## src/lkm_pkg.sv

```systemverilog
// Package for the layered key event mapper: sizes, key and HID codes,
// the command record passed from front to back, and the layer-3 pair table.
// No dependencies.
`default_nettype none
package lkm_pkg;

  localparam int LAYERS         = 4;
  localparam int KEYS_PER_LAYER = 56;
  localparam int KM_DEPTH       = LAYERS * KEYS_PER_LAYER;
  localparam int KM_AW          = $clog2(KM_DEPTH);
  localparam int QDEPTH         = 2;
  localparam int QAW            = $clog2(QDEPTH);

  localparam int IN_DATA_W  = 24;
  localparam int OUT_DATA_W = 72;

  localparam logic       KIND_KEY   = 1'b0;
  localparam logic       KIND_WRITE = 1'b1;

  localparam logic [5:0] KEY_FN      = 6'd40;
  localparam logic [5:0] KEY_PAIR    = 6'd46;
  localparam logic [5:0] KEY_LAYER   = 6'd47;
  localparam logic [5:0] KEY_MOUSE_L = 6'd48;
  localparam logic [5:0] KEY_MOUSE_R = 6'd49;

  localparam logic [14:0] CNT_MAX = 15'd32767;

  localparam logic [7:0] HID_LWIN   = 8'hE3;
  localparam logic [7:0] HID_SPACE  = 8'h2C;
  localparam logic [7:0] HID_LCTRL  = 8'hE0;
  localparam logic [7:0] HID_LSHIFT = 8'hE1;
  localparam logic [7:0] HID_NONE   = 8'h00;

  localparam logic [7:0] MOUSE_BTN_L = 8'd1;
  localparam logic [7:0] MOUSE_BTN_R = 8'd2;

  localparam logic [2:0] ACT_PRESS    = 3'd1;
  localparam logic [2:0] ACT_RELEASE  = 3'd2;
  localparam logic [2:0] ACT_RELALL   = 3'd3;
  localparam logic [2:0] ACT_MPRESS   = 3'd4;
  localparam logic [2:0] ACT_MRELEASE = 3'd5;

  localparam logic [1:0] LAYER_BASE = 2'd0;
  localparam logic [1:0] LAYER_ALT  = 2'd2;
  localparam logic [1:0] LAYER_TOP  = 2'd3;

  typedef struct packed {
    logic        two;
    logic [2:0]  act;
    logic [7:0]  code0;
    logic [7:0]  code1;
    logic [1:0]  layer;
    logic [14:0] key_presses;
    logic [14:0] fn_presses;
    logic [14:0] mouse_clicks;
    logic [5:0]  recent_key;
    logic [1:0]  recent_key_layer;
  } lkm_cmd_t;

  typedef struct packed {
    logic       hit;
    logic [7:0] mod;
    logic [7:0] code;
  } lkm_pair_t;

  function automatic lkm_pair_t pair_lookup(input logic [5:0] key);
    lkm_pair_t r;
    r.hit = 1'b1;
    case (key)
      6'd2:    begin r.mod = HID_LCTRL;  r.code = 8'h2F; end
      6'd3:    begin r.mod = HID_LCTRL;  r.code = 8'h30; end
      6'd9:    begin r.mod = HID_LSHIFT; r.code = 8'h20; end
      6'd10:   begin r.mod = HID_LSHIFT; r.code = 8'h24; end
      6'd11:   begin r.mod = HID_LSHIFT; r.code = 8'h25; end
      6'd13:   begin r.mod = HID_LSHIFT; r.code = 8'h2E; end
      6'd22:   begin r.mod = HID_LSHIFT; r.code = 8'h23; end
      6'd25:   begin r.mod = HID_LCTRL;  r.code = 8'h33; end
      6'd26:   begin r.mod = HID_LCTRL;  r.code = 8'h34; end
      6'd27:   begin r.mod = HID_LCTRL;  r.code = 8'h36; end
      6'd28:   begin r.mod = HID_LCTRL;  r.code = 8'h37; end
      default: begin r.hit = 1'b0; r.mod = HID_NONE; r.code = HID_NONE; end
    endcase
    return r;
  endfunction

  function automatic logic [14:0] sat_inc(input logic [14:0] v);
    return (v >= CNT_MAX) ? CNT_MAX : v + 15'd1;
  endfunction

endpackage
`default_nettype wire

```

## src/lkm_ram.sv

```systemverilog
// Generic single-write, single-read RAM with registered read data.
// No dependencies.
`default_nettype none
module lkm_ram #(
  parameter int W = 8,
  parameter int D = 16
) (
  input  wire logic                 clk_i,
  input  wire logic                 we_i,
  input  wire logic [$clog2(D)-1:0] waddr_i,
  input  wire logic [W-1:0]         wdata_i,
  input  wire logic                 re_i,
  input  wire logic [$clog2(D)-1:0] raddr_i,
  output logic      [W-1:0]         rdata_o
);

  logic [W-1:0] mem_q [D];
  logic [W-1:0] rdata_q;

  always_ff @(posedge clk_i) begin
    if (we_i) begin
      mem_q[waddr_i] <= wdata_i;
    end
    if (re_i) begin
      rdata_q <= mem_q[raddr_i];
    end
  end

  assign rdata_o = rdata_q;

endmodule
`default_nettype wire

```

## src/lkm_front.sv

```systemverilog
// Front end: accepts requests, keeps layer/counters, decodes key events into
// commands, reads/writes the keymap RAM. Depends on lkm_pkg, lkm_ram.
`default_nettype none
module lkm_front (
  input  wire logic                          clk_i,
  input  wire logic                          rst_ni,
  input  wire logic                          s_valid_i,
  output logic                               s_ready_o,
  input  wire logic [lkm_pkg::IN_DATA_W-1:0] s_data_i,
  input  wire logic                          s_kind_i,
  output logic                               q_push_o,
  output lkm_pkg::lkm_cmd_t                  q_cmd_o,
  input  wire logic                          q_ready_i
);

  logic [5:0] key;
  logic       pressed;
  logic [1:0] wr_layer;
  logic [5:0] wr_index;
  logic [7:0] wr_code;

  assign key      = s_data_i[5:0];
  assign pressed  = s_data_i[6];
  assign wr_layer = s_data_i[8:7];
  assign wr_index = s_data_i[14:9];
  assign wr_code  = s_data_i[22:15];

  logic [1:0]  layer_q, layer_d;
  logic [14:0] keyp_q, keyp_d, fnp_q, fnp_d, clk_q, clk_d;
  logic [5:0]  rkey_q, rkey_d;
  logic [1:0]  rlay_q, rlay_d;

  logic              s1_valid_q, s1_valid_d;
  logic              s1_ram_q, s1_ram_d;
  lkm_pkg::lkm_cmd_t s1_cmd_q, s1_cmd_d;

  logic                      s_fire, ev_ok, wr_ok, is_mouse;
  logic                      ram_we, ram_re;
  logic [lkm_pkg::KM_AW-1:0] ram_waddr, ram_raddr;
  logic [7:0]                ram_rdata;
  logic [2:0]                act;
  lkm_pkg::lkm_pair_t        pair;

  assign q_push_o  = s1_valid_q && q_ready_i;
  assign s_ready_o = !s1_valid_q || q_ready_i;
  assign s_fire    = s_valid_i && s_ready_o;

  assign ev_ok    = (s_kind_i == lkm_pkg::KIND_KEY) && (32'(key) < lkm_pkg::KEYS_PER_LAYER);
  assign wr_ok    = (s_kind_i == lkm_pkg::KIND_WRITE)
                 && (32'(wr_index) < lkm_pkg::KEYS_PER_LAYER)
                 && (32'(wr_layer) < lkm_pkg::LAYERS);
  assign is_mouse = (key == lkm_pkg::KEY_MOUSE_L) || (key == lkm_pkg::KEY_MOUSE_R);
  assign act      = pressed ? lkm_pkg::ACT_PRESS : lkm_pkg::ACT_RELEASE;
  assign pair     = lkm_pkg::pair_lookup(key);

  assign ram_we    = s_fire && wr_ok;
  assign ram_waddr = lkm_pkg::KM_AW'(wr_layer) * lkm_pkg::KM_AW'(lkm_pkg::KEYS_PER_LAYER)
                   + lkm_pkg::KM_AW'(wr_index);
  assign ram_raddr = lkm_pkg::KM_AW'(layer_q) * lkm_pkg::KM_AW'(lkm_pkg::KEYS_PER_LAYER)
                   + lkm_pkg::KM_AW'(key);

  always_comb begin
    layer_d    = layer_q;
    keyp_d     = keyp_q;
    fnp_d      = fnp_q;
    clk_d      = clk_q;
    rkey_d     = rkey_q;
    rlay_d     = rlay_q;
    s1_valid_d = s1_valid_q && !q_push_o;
    s1_ram_d   = s1_ram_q;
    s1_cmd_d   = s1_cmd_q;
    ram_re     = 1'b0;
    if (s_fire && ev_ok) begin
      s1_valid_d     = 1'b1;
      s1_ram_d       = 1'b0;
      s1_cmd_d.two   = 1'b0;
      s1_cmd_d.act   = act;
      s1_cmd_d.code0 = lkm_pkg::HID_NONE;
      s1_cmd_d.code1 = lkm_pkg::HID_NONE;
      if (pressed) begin
        if (!is_mouse) begin
          keyp_d = lkm_pkg::sat_inc(keyp_q);
        end
        rkey_d = key;
        rlay_d = layer_q;
        if (key == lkm_pkg::KEY_FN) begin
          fnp_d = lkm_pkg::sat_inc(fnp_q);
        end
      end
      if (key == lkm_pkg::KEY_LAYER) begin
        if (pressed) begin
          if (layer_q == lkm_pkg::LAYER_BASE) begin
            layer_d = lkm_pkg::LAYER_ALT;
          end else if (layer_q == lkm_pkg::LAYER_ALT) begin
            layer_d = lkm_pkg::LAYER_BASE;
          end
        end
        s1_cmd_d.act = lkm_pkg::ACT_RELALL;
      end else if (is_mouse) begin
        if (pressed) begin
          clk_d = lkm_pkg::sat_inc(clk_q);
        end
        s1_cmd_d.act   = pressed ? lkm_pkg::ACT_MPRESS : lkm_pkg::ACT_MRELEASE;
        s1_cmd_d.code0 = (key == lkm_pkg::KEY_MOUSE_L) ? lkm_pkg::MOUSE_BTN_L
                                                       : lkm_pkg::MOUSE_BTN_R;
      end else if (key == lkm_pkg::KEY_FN) begin
        // FN held selects the odd layer of the current pair
        layer_d      = {layer_q[1], pressed};
        s1_cmd_d.act = lkm_pkg::ACT_RELALL;
      end else if (layer_q[0] && key == lkm_pkg::KEY_PAIR) begin
        s1_cmd_d.two   = 1'b1;
        s1_cmd_d.code0 = lkm_pkg::HID_LWIN;
        s1_cmd_d.code1 = lkm_pkg::HID_SPACE;
      end else if (layer_q == lkm_pkg::LAYER_TOP && pair.hit) begin
        s1_cmd_d.two   = 1'b1;
        s1_cmd_d.code0 = pair.mod;
        s1_cmd_d.code1 = pair.code;
      end else begin
        s1_ram_d = 1'b1;
        ram_re   = 1'b1;
      end
      s1_cmd_d.layer            = layer_d;
      s1_cmd_d.key_presses      = keyp_d;
      s1_cmd_d.fn_presses       = fnp_d;
      s1_cmd_d.mouse_clicks     = clk_d;
      s1_cmd_d.recent_key       = rkey_d;
      s1_cmd_d.recent_key_layer = rlay_d;
    end
  end

  always_ff @(posedge clk_i or negedge rst_ni) begin
    if (!rst_ni) begin
      layer_q    <= '0;
      keyp_q     <= '0;
      fnp_q      <= '0;
      clk_q      <= '0;
      rkey_q     <= '0;
      rlay_q     <= '0;
      s1_valid_q <= 1'b0;
    end else begin
      layer_q    <= layer_d;
      keyp_q     <= keyp_d;
      fnp_q      <= fnp_d;
      clk_q      <= clk_d;
      rkey_q     <= rkey_d;
      rlay_q     <= rlay_d;
      s1_valid_q <= s1_valid_d;
    end
  end

  always_ff @(posedge clk_i) begin
    s1_ram_q <= s1_ram_d;
    s1_cmd_q <= s1_cmd_d;
  end

  // keymap lookup result lands while the command waits in s1
  always_comb begin
    q_cmd_o = s1_cmd_q;
    if (s1_ram_q) begin
      q_cmd_o.code0 = ram_rdata;
    end
  end

  lkm_ram #(
    .W(8),
    .D(lkm_pkg::KM_DEPTH)
  ) u_keymap (
    .clk_i  (clk_i),
    .we_i   (ram_we),
    .waddr_i(ram_waddr),
    .wdata_i(wr_code),
    .re_i   (ram_re),
    .raddr_i(ram_raddr),
    .rdata_o(ram_rdata)
  );

endmodule
`default_nettype wire

```

## src/lkm_queue.sv

```systemverilog
// Short command queue between front and back ends.
// Depends on lkm_pkg.
`default_nettype none
module lkm_queue (
  input  wire logic              clk_i,
  input  wire logic              rst_ni,
  input  wire logic              push_i,
  input  wire lkm_pkg::lkm_cmd_t push_cmd_i,
  output logic                   ready_o,
  output logic                   valid_o,
  output lkm_pkg::lkm_cmd_t      head_o,
  input  wire logic              pop_i,
  output logic [lkm_pkg::QAW:0]  count_o
);

  lkm_pkg::lkm_cmd_t          mem_q [lkm_pkg::QDEPTH];
  logic [lkm_pkg::QAW-1:0]    wptr_q, wptr_d, rptr_q, rptr_d;
  logic [lkm_pkg::QAW:0]      cnt_q, cnt_d;
  logic                       do_push, do_pop;

  assign ready_o = cnt_q != (lkm_pkg::QAW+1)'(lkm_pkg::QDEPTH);
  assign valid_o = cnt_q != '0;
  assign head_o  = mem_q[rptr_q];
  assign count_o = cnt_q;
  assign do_push = push_i && ready_o;
  assign do_pop  = pop_i && valid_o;

  always_comb begin
    wptr_d = wptr_q;
    rptr_d = rptr_q;
    cnt_d  = cnt_q;
    if (do_push) begin
      wptr_d = (32'(wptr_q) == lkm_pkg::QDEPTH - 1) ? '0 : wptr_q + 1'b1;
    end
    if (do_pop) begin
      rptr_d = (32'(rptr_q) == lkm_pkg::QDEPTH - 1) ? '0 : rptr_q + 1'b1;
    end
    if (do_push && !do_pop) begin
      cnt_d = cnt_q + 1'b1;
    end else if (do_pop && !do_push) begin
      cnt_d = cnt_q - 1'b1;
    end
  end

  always_ff @(posedge clk_i or negedge rst_ni) begin
    if (!rst_ni) begin
      wptr_q <= '0;
      rptr_q <= '0;
      cnt_q  <= '0;
    end else begin
      wptr_q <= wptr_d;
      rptr_q <= rptr_d;
      cnt_q  <= cnt_d;
    end
  end

  always_ff @(posedge clk_i) begin
    if (do_push) begin
      mem_q[wptr_q] <= push_cmd_i;
    end
  end

endmodule
`default_nettype wire

```

## src/lkm_back.sv

```systemverilog
// Back end: expands each queued command into one or two results and holds
// them in the output register. Depends on lkm_pkg.
`default_nettype none
module lkm_back (
  input  wire logic                           clk_i,
  input  wire logic                           rst_ni,
  input  wire logic                           q_valid_i,
  input  wire lkm_pkg::lkm_cmd_t              q_head_i,
  output logic                                q_pop_o,
  output logic                                m_valid_o,
  input  wire logic                           m_ready_i,
  output logic [lkm_pkg::OUT_DATA_W-1:0]      m_data_o,
  output logic                                m_last_o
);

  logic       out_valid_q, out_valid_d;
  logic       idx_q, idx_d;
  logic       load, fin;
  logic [2:0] act_q;
  logic [7:0] code_q;
  logic       last_q;
  lkm_pkg::lkm_cmd_t stat_q;

  assign load    = q_valid_i && (!out_valid_q || m_ready_i);
  assign fin     = !q_head_i.two || idx_q;
  assign q_pop_o = load && fin;

  always_comb begin
    out_valid_d = out_valid_q && !m_ready_i;
    idx_d       = idx_q;
    if (load) begin
      out_valid_d = 1'b1;
      idx_d       = !fin;
    end
  end

  always_ff @(posedge clk_i or negedge rst_ni) begin
    if (!rst_ni) begin
      out_valid_q <= 1'b0;
      idx_q       <= 1'b0;
    end else begin
      out_valid_q <= out_valid_d;
      idx_q       <= idx_d;
    end
  end

  always_ff @(posedge clk_i) begin
    if (load) begin
      act_q  <= q_head_i.act;
      code_q <= idx_q ? q_head_i.code1 : q_head_i.code0;
      last_q <= fin;
      stat_q <= q_head_i;
    end
  end

  assign m_valid_o = out_valid_q;
  assign m_last_o  = last_q;
  assign m_data_o  = {6'd0, stat_q.recent_key_layer, stat_q.recent_key,
                      stat_q.mouse_clicks, stat_q.fn_presses, stat_q.key_presses,
                      stat_q.layer, code_q, act_q};

endmodule
`default_nettype wire

```

## src/layered_key_event_mapper.sv

```systemverilog
// Top level of the layered key event mapper: front end, command queue, back end.
// Depends on lkm_pkg, lkm_front, lkm_queue, lkm_back (and lkm_ram via front).
//
// channel  dir  payload
// s_axis   in   tdata: key_id, pressed, write_layer, write_index, write_code; tuser: kind
// m_axis   out  tdata: action, code, layer, counters, recent key/layer; tlast: last
//
// The output register takes one result per cycle while the receiver is ready:
// one-result events sustain one per cycle, and a two-result event holds its queue
// entry until its second result is loaded. An accepted request waits in s1 while
// its keymap read data lands, then enters the queue and then the output register.
// Reset clears layer, counters and handshake state; the keymap is undefined until
// written and has no clearing pass. Either side may stall; the 2-entry queue
// decouples them.
`default_nettype none
module layered_key_event_mapper (
  input  wire logic                               clk_i,
  input  wire logic                               rst_ni,
  input  wire logic                               s_axis_tvalid,
  output logic                                    s_axis_tready,
  // [5:0] key_id, [6] pressed, [8:7] write_layer, [14:9] write_index,
  // [22:15] write_code, [23] zero
  input  wire logic [lkm_pkg::IN_DATA_W-1:0]      s_axis_tdata,
  // [0] kind
  input  wire logic                               s_axis_tuser,
  output logic                                    m_axis_tvalid,
  input  wire logic                               m_axis_tready,
  // [2:0] action, [10:3] code, [12:11] layer, [27:13] key_presses,
  // [42:28] fn_presses, [57:43] mouse_clicks, [63:58] recent_key,
  // [65:64] recent_key_layer, [71:66] zero
  output logic [lkm_pkg::OUT_DATA_W-1:0]          m_axis_tdata,
  output logic                                    m_axis_tlast
);

  logic                  q_push, q_ready, q_valid, q_pop;
  lkm_pkg::lkm_cmd_t     q_in, q_head;
  logic [lkm_pkg::QAW:0] q_count;

  lkm_front u_front (
    .clk_i    (clk_i),
    .rst_ni   (rst_ni),
    .s_valid_i(s_axis_tvalid),
    .s_ready_o(s_axis_tready),
    .s_data_i (s_axis_tdata),
    .s_kind_i (s_axis_tuser),
    .q_push_o (q_push),
    .q_cmd_o  (q_in),
    .q_ready_i(q_ready)
  );

  lkm_queue u_queue (
    .clk_i     (clk_i),
    .rst_ni    (rst_ni),
    .push_i    (q_push),
    .push_cmd_i(q_in),
    .ready_o   (q_ready),
    .valid_o   (q_valid),
    .head_o    (q_head),
    .pop_i     (q_pop),
    .count_o   (q_count)
  );

  lkm_back u_back (
    .clk_i    (clk_i),
    .rst_ni   (rst_ni),
    .q_valid_i(q_valid),
    .q_head_i (q_head),
    .q_pop_o  (q_pop),
    .m_valid_o(m_axis_tvalid),
    .m_ready_i(m_axis_tready),
    .m_data_o (m_axis_tdata),
    .m_last_o (m_axis_tlast)
  );

  a_queue_bound: assert property (@(posedge clk_i) disable iff (!rst_ni)
    32'(q_count) <= lkm_pkg::QDEPTH)
    else $error("command queue over capacity");

  a_pair_follows: assert property (@(posedge clk_i) disable iff (!rst_ni)
    m_axis_tvalid && m_axis_tready && !m_axis_tlast |=> m_axis_tvalid)
    else $error("second result of a pair not ready");

  a_pair_action: assert property (@(posedge clk_i) disable iff (!rst_ni)
    m_axis_tvalid && !m_axis_tlast |->
      (m_axis_tdata[2:0] == lkm_pkg::ACT_PRESS || m_axis_tdata[2:0] == lkm_pkg::ACT_RELEASE))
    else $error("paired result with bad action");

  a_mouse_code: assert property (@(posedge clk_i) disable iff (!rst_ni)
    m_axis_tvalid && (m_axis_tdata[2:0] == lkm_pkg::ACT_MPRESS
                      || m_axis_tdata[2:0] == lkm_pkg::ACT_MRELEASE) |->
      (m_axis_tdata[10:3] == lkm_pkg::MOUSE_BTN_L || m_axis_tdata[10:3] == lkm_pkg::MOUSE_BTN_R))
    else $error("mouse result with bad button code");

endmodule
`default_nettype wire

```

## config.mk

```make
export PLATFORM = sky130hd
export DESIGN_NAME = layered_key_event_mapper
export DESIGN_NICKNAME = d
export VERILOG_FILES = /design/src/lkm_pkg.sv /design/src/lkm_ram.sv /design/src/lkm_front.sv /design/src/lkm_queue.sv /design/src/lkm_back.sv /design/src/layered_key_event_mapper.sv
export SDC_FILE = /design/constraint.sdc
export NUM_CORES = 2
export LEC_CHECK = 0
export CAP_MARGIN = 20
export CORE_AREA = 10 10 446 448
export DETAILED_ROUTE_END_ITERATION = 7
export DIE_AREA = 0 0 456 458
export DONT_BUFFER_PORTS = 1
export PLACE_DENSITY = 0.63
export SYNTH_ARGS = -nofsm -noshare
export SYNTH_HDL_FRONTEND = slang
export SYNTH_HIERARCHICAL = 1
export SYNTH_SLANG_ARGS = --single-unit
```

## constraint.sdc

```tcl
create_clock -name clk_i -period 4.3 [get_ports clk_i]
set_input_delay 0.86 -clock clk_i [delete_from_list [all_inputs] [get_ports clk_i]]
set_output_delay 0.86 -clock clk_i [all_outputs]
set_load 0.01 [all_outputs]
```

==> out/qor.yml <==
floorplan:
  coreArea_um2: 190000
  fp.dieW_um: 456
  dieHeight_um: 458
  initial_core_util: 0.448
  ioPinCount: 104
  die_area_um2: 209000
  rows: 160
clocking:
  root_buffer: "clkbuf_16"
  post-cts-setup-buffers: 0
  htreeDepth: 4
  clock-sinks: 2147
  ctsResizeCount: 0
  clk-insertion-delay-late_ns: 0.87
  numCtsBuffers: 209
  cts_buffer_depth: 3
  clkTransAtPathRegs_ns: 0.06
  cts_tree: "yes"
timing:
  final.period_utilization: 0.939
  worstMarginPinSlew_ns: 2.04
  slew_violations: 215
  setup_viol: 0
  setup_tns_ns: 0
  timing.hold.ws_ns: 0.208
  slew_headroom: -0.357
  rsz0062_at_grt: "false"
  final.min_clock_period_ns: 4.04
  fmax_ghz: 0.248
  hold_violations: 0
  fin_skew_ns: 0.0356
power:
  ir_drop_mv: 0.349
  powerDensity_nw_per_um2: 523
  p_sw_frac: 0.263
  seq_power_share: 0.491
  p_leak_uw: 0.0311
  pwr-share-comb: 0.156
  p_int_uw: 36900
  switchingPower_uw: 13200
  p_clk_frac: 0.352
yosys:
  synth_edf_count: 2085
  ys.flop_type: "edfxtp_1"
  synthesis.area_um2: 85000
  yosysTopAreaCell: "edfxtp_1"
  async_reset_ff_frac: 0.0289
  ys_types: 81
  synthCells: 4300
  synth_top_area_frac: 0.736
  yosysSeqAreaShare: 0.755
  synth_area_leaders: "edfxtp_1, mux4_2, dfrtp_1, mux2i_1, nor2_1"
  yosys_register_bits: 2147
  yosysWarnings: 6
  syn_avg_cell_area_um2: 19.8
critical_path:
  end_kind: "flip-flop"
  critical_path_arrival_ns: 4.60
  path_class: "in -> reg"
  cp_max_fo: 85
  startpoint_type: "input pin"
  cp.required_ns: 4.86
  reg2regPathDepth: 10
detailed_routing:
  dr.max_layer_used: "met4"
  drt_wl_total_um: 193000
  vias: 41900
  wl_met3_um: 14700
  dr_wl_met2_um: 91800
  drc: 0
  initialDrtViolationCount: 4790
  antenna_left: 0
  wl_per_cell_um: 26.6
  drt-met1-wl_um: 81600
  routed_via_density: 5.77
  first_pass_iters: 5
grt:
  antenna_found_initial: 5
  grt_pass1_vias: 41400
  grt_start_max_net_pins: 515
  grt-ovfl-total: 0
  grt_pass1_wl_um: 283000
  grtUsageTotal: 0.180
final_layout:
  drive_above_1_share: 0.259
  layout_common_cells: "edfxtp_1, mux4_2, buf_4"
  mostFrequentLayoutCell: "edfxtp_1"
  nNetsFinal: 4613
  num_antenna_cells: 0
  area_growth_pct: 12.7
hold_path:
  hp-class: "in -> reg"
  whs_path_depth: 0
placement:
  hpwl_um: 111000
  place_congestion: 0.846
  port_buffers: 0
run_status:
  outcome: "complete, but fails checks"
  violations: "slew limit"
flow_run:
  drv_cap: 0
area by class of cell:
class / instances / area, um^2
fillers: 15000 / 93800
flip-flops and latches: 2147 / 64200
multi-input cells: 1839 / 18900
clock buffers: 258 / 5460
well taps: 2511 / 3140
repair buffers: 351 / 2850
clock inverters: 131 / 1210
inverters: 16 / 61.3
power by group through the flow:
stage | Sequential [uW] | Clock [uW] | Combinational (uW)
after global placement | 25000 | 0 | 7480
after detailed placement | 25100 | 0 | 7530
after global routing | 24700 | 18900 | 8160
final | 24600 | 17600 | 7830
after floorplan | 24800 | 0 | 4830
after CTS | 24600 | 18000 | 7580
state kept, by name (all words and copies together) (netlist names), 15 cells and up:
signal and flops:
u_front/q_cmd_o 64, u_front/keyp_q 15, u_back/m_data_o 55, u_front/fnp_q 15, u_front/u_keymap/mem_q 1792, u_front/clk_q 15
u_queue/mem_q 150
what timing repair did:
action | CTS | global route
setup endpoints to repair | 0 | 8
endpoints found under the hold margin | 62 | 0
hold buffers | 2 | 0
cell usage after synthesis, drive strengths merged (41+ instances only):
master,instances
a21oi,86
buf,219
clkbuf,83
dfrtp,62
edfxtp,2085
mux2,126
mux2i,144
mux4,409
nand2,128
nand3,48
nor2,316
nor3,41
o22ai,89
final timing paths:
kind                                           from                        endpoint  slack (ns)
max in group asynchronous                    rst_ni                  u_queue/rptr_q        3.36
worst min register to register  u_front/q_cmd_o[35]            u_queue/mem_q[0][35]        0.44
worst min-delay path               s_axis_tdata[22]  u_front/u_keymap/mem_q[210][7]        0.21
worst max-delay path                s_axis_tdata[0]     u_front/u_keymap/rdata_o[1]        0.26
min in group asynchronous                    rst_ni               u_front/keyp_q[7]        0.61
worst max register to register   u_front/layer_q[0]     u_front/u_keymap/rdata_o[1]        0.36
worst max-delay path, cell delays in order:
cell	delay [ns]
buf_16	0.42
buf_16	0.52
buf_16	0.49
mux4_2	0.59
mux2i_1	0.33
a211oi_1	0.25
a211oi_1	0.59
nor4_2	0.12
metrics by stage:
step	total power, uW	utilization	std cells	area [um^2]	setup slack [ns]
after detailed placement	32600	0.469	6855	88900	0.174
after global routing	51700	0.505	7253	95800	0.142
after CTS	50200	0.504	7246	95600	0.435
after global placement	32500	0.469	6854	88900	0.187
after floorplan	29600	-	4306	85000	0.178
final	50100	0.505	7253	95800	0.261
cells by family after synthesis:
kind of cell	count (synthesis)	share of synthesized area
AND/OR/NAND/NOR	708	0.0402
AO/OA/AOI/OAI	397	0.0312
multiplexers	679	0.144
flip-flops	2147	0.755
other	2	0.0000883
XOR/XNOR	27	0.00278
adder cells (fa/ha/maj)	20	0.00312
buffers and inverters	320	0.0239
routing by layer:
metal  vias up  GRT usage
li1      18000          -
met1     22100      0.255
met2      1522      0.282
met3       287     0.0394
met4         0     0.0519
met5         -          0
No activity file was read; power rests on OpenSTA's default activity.
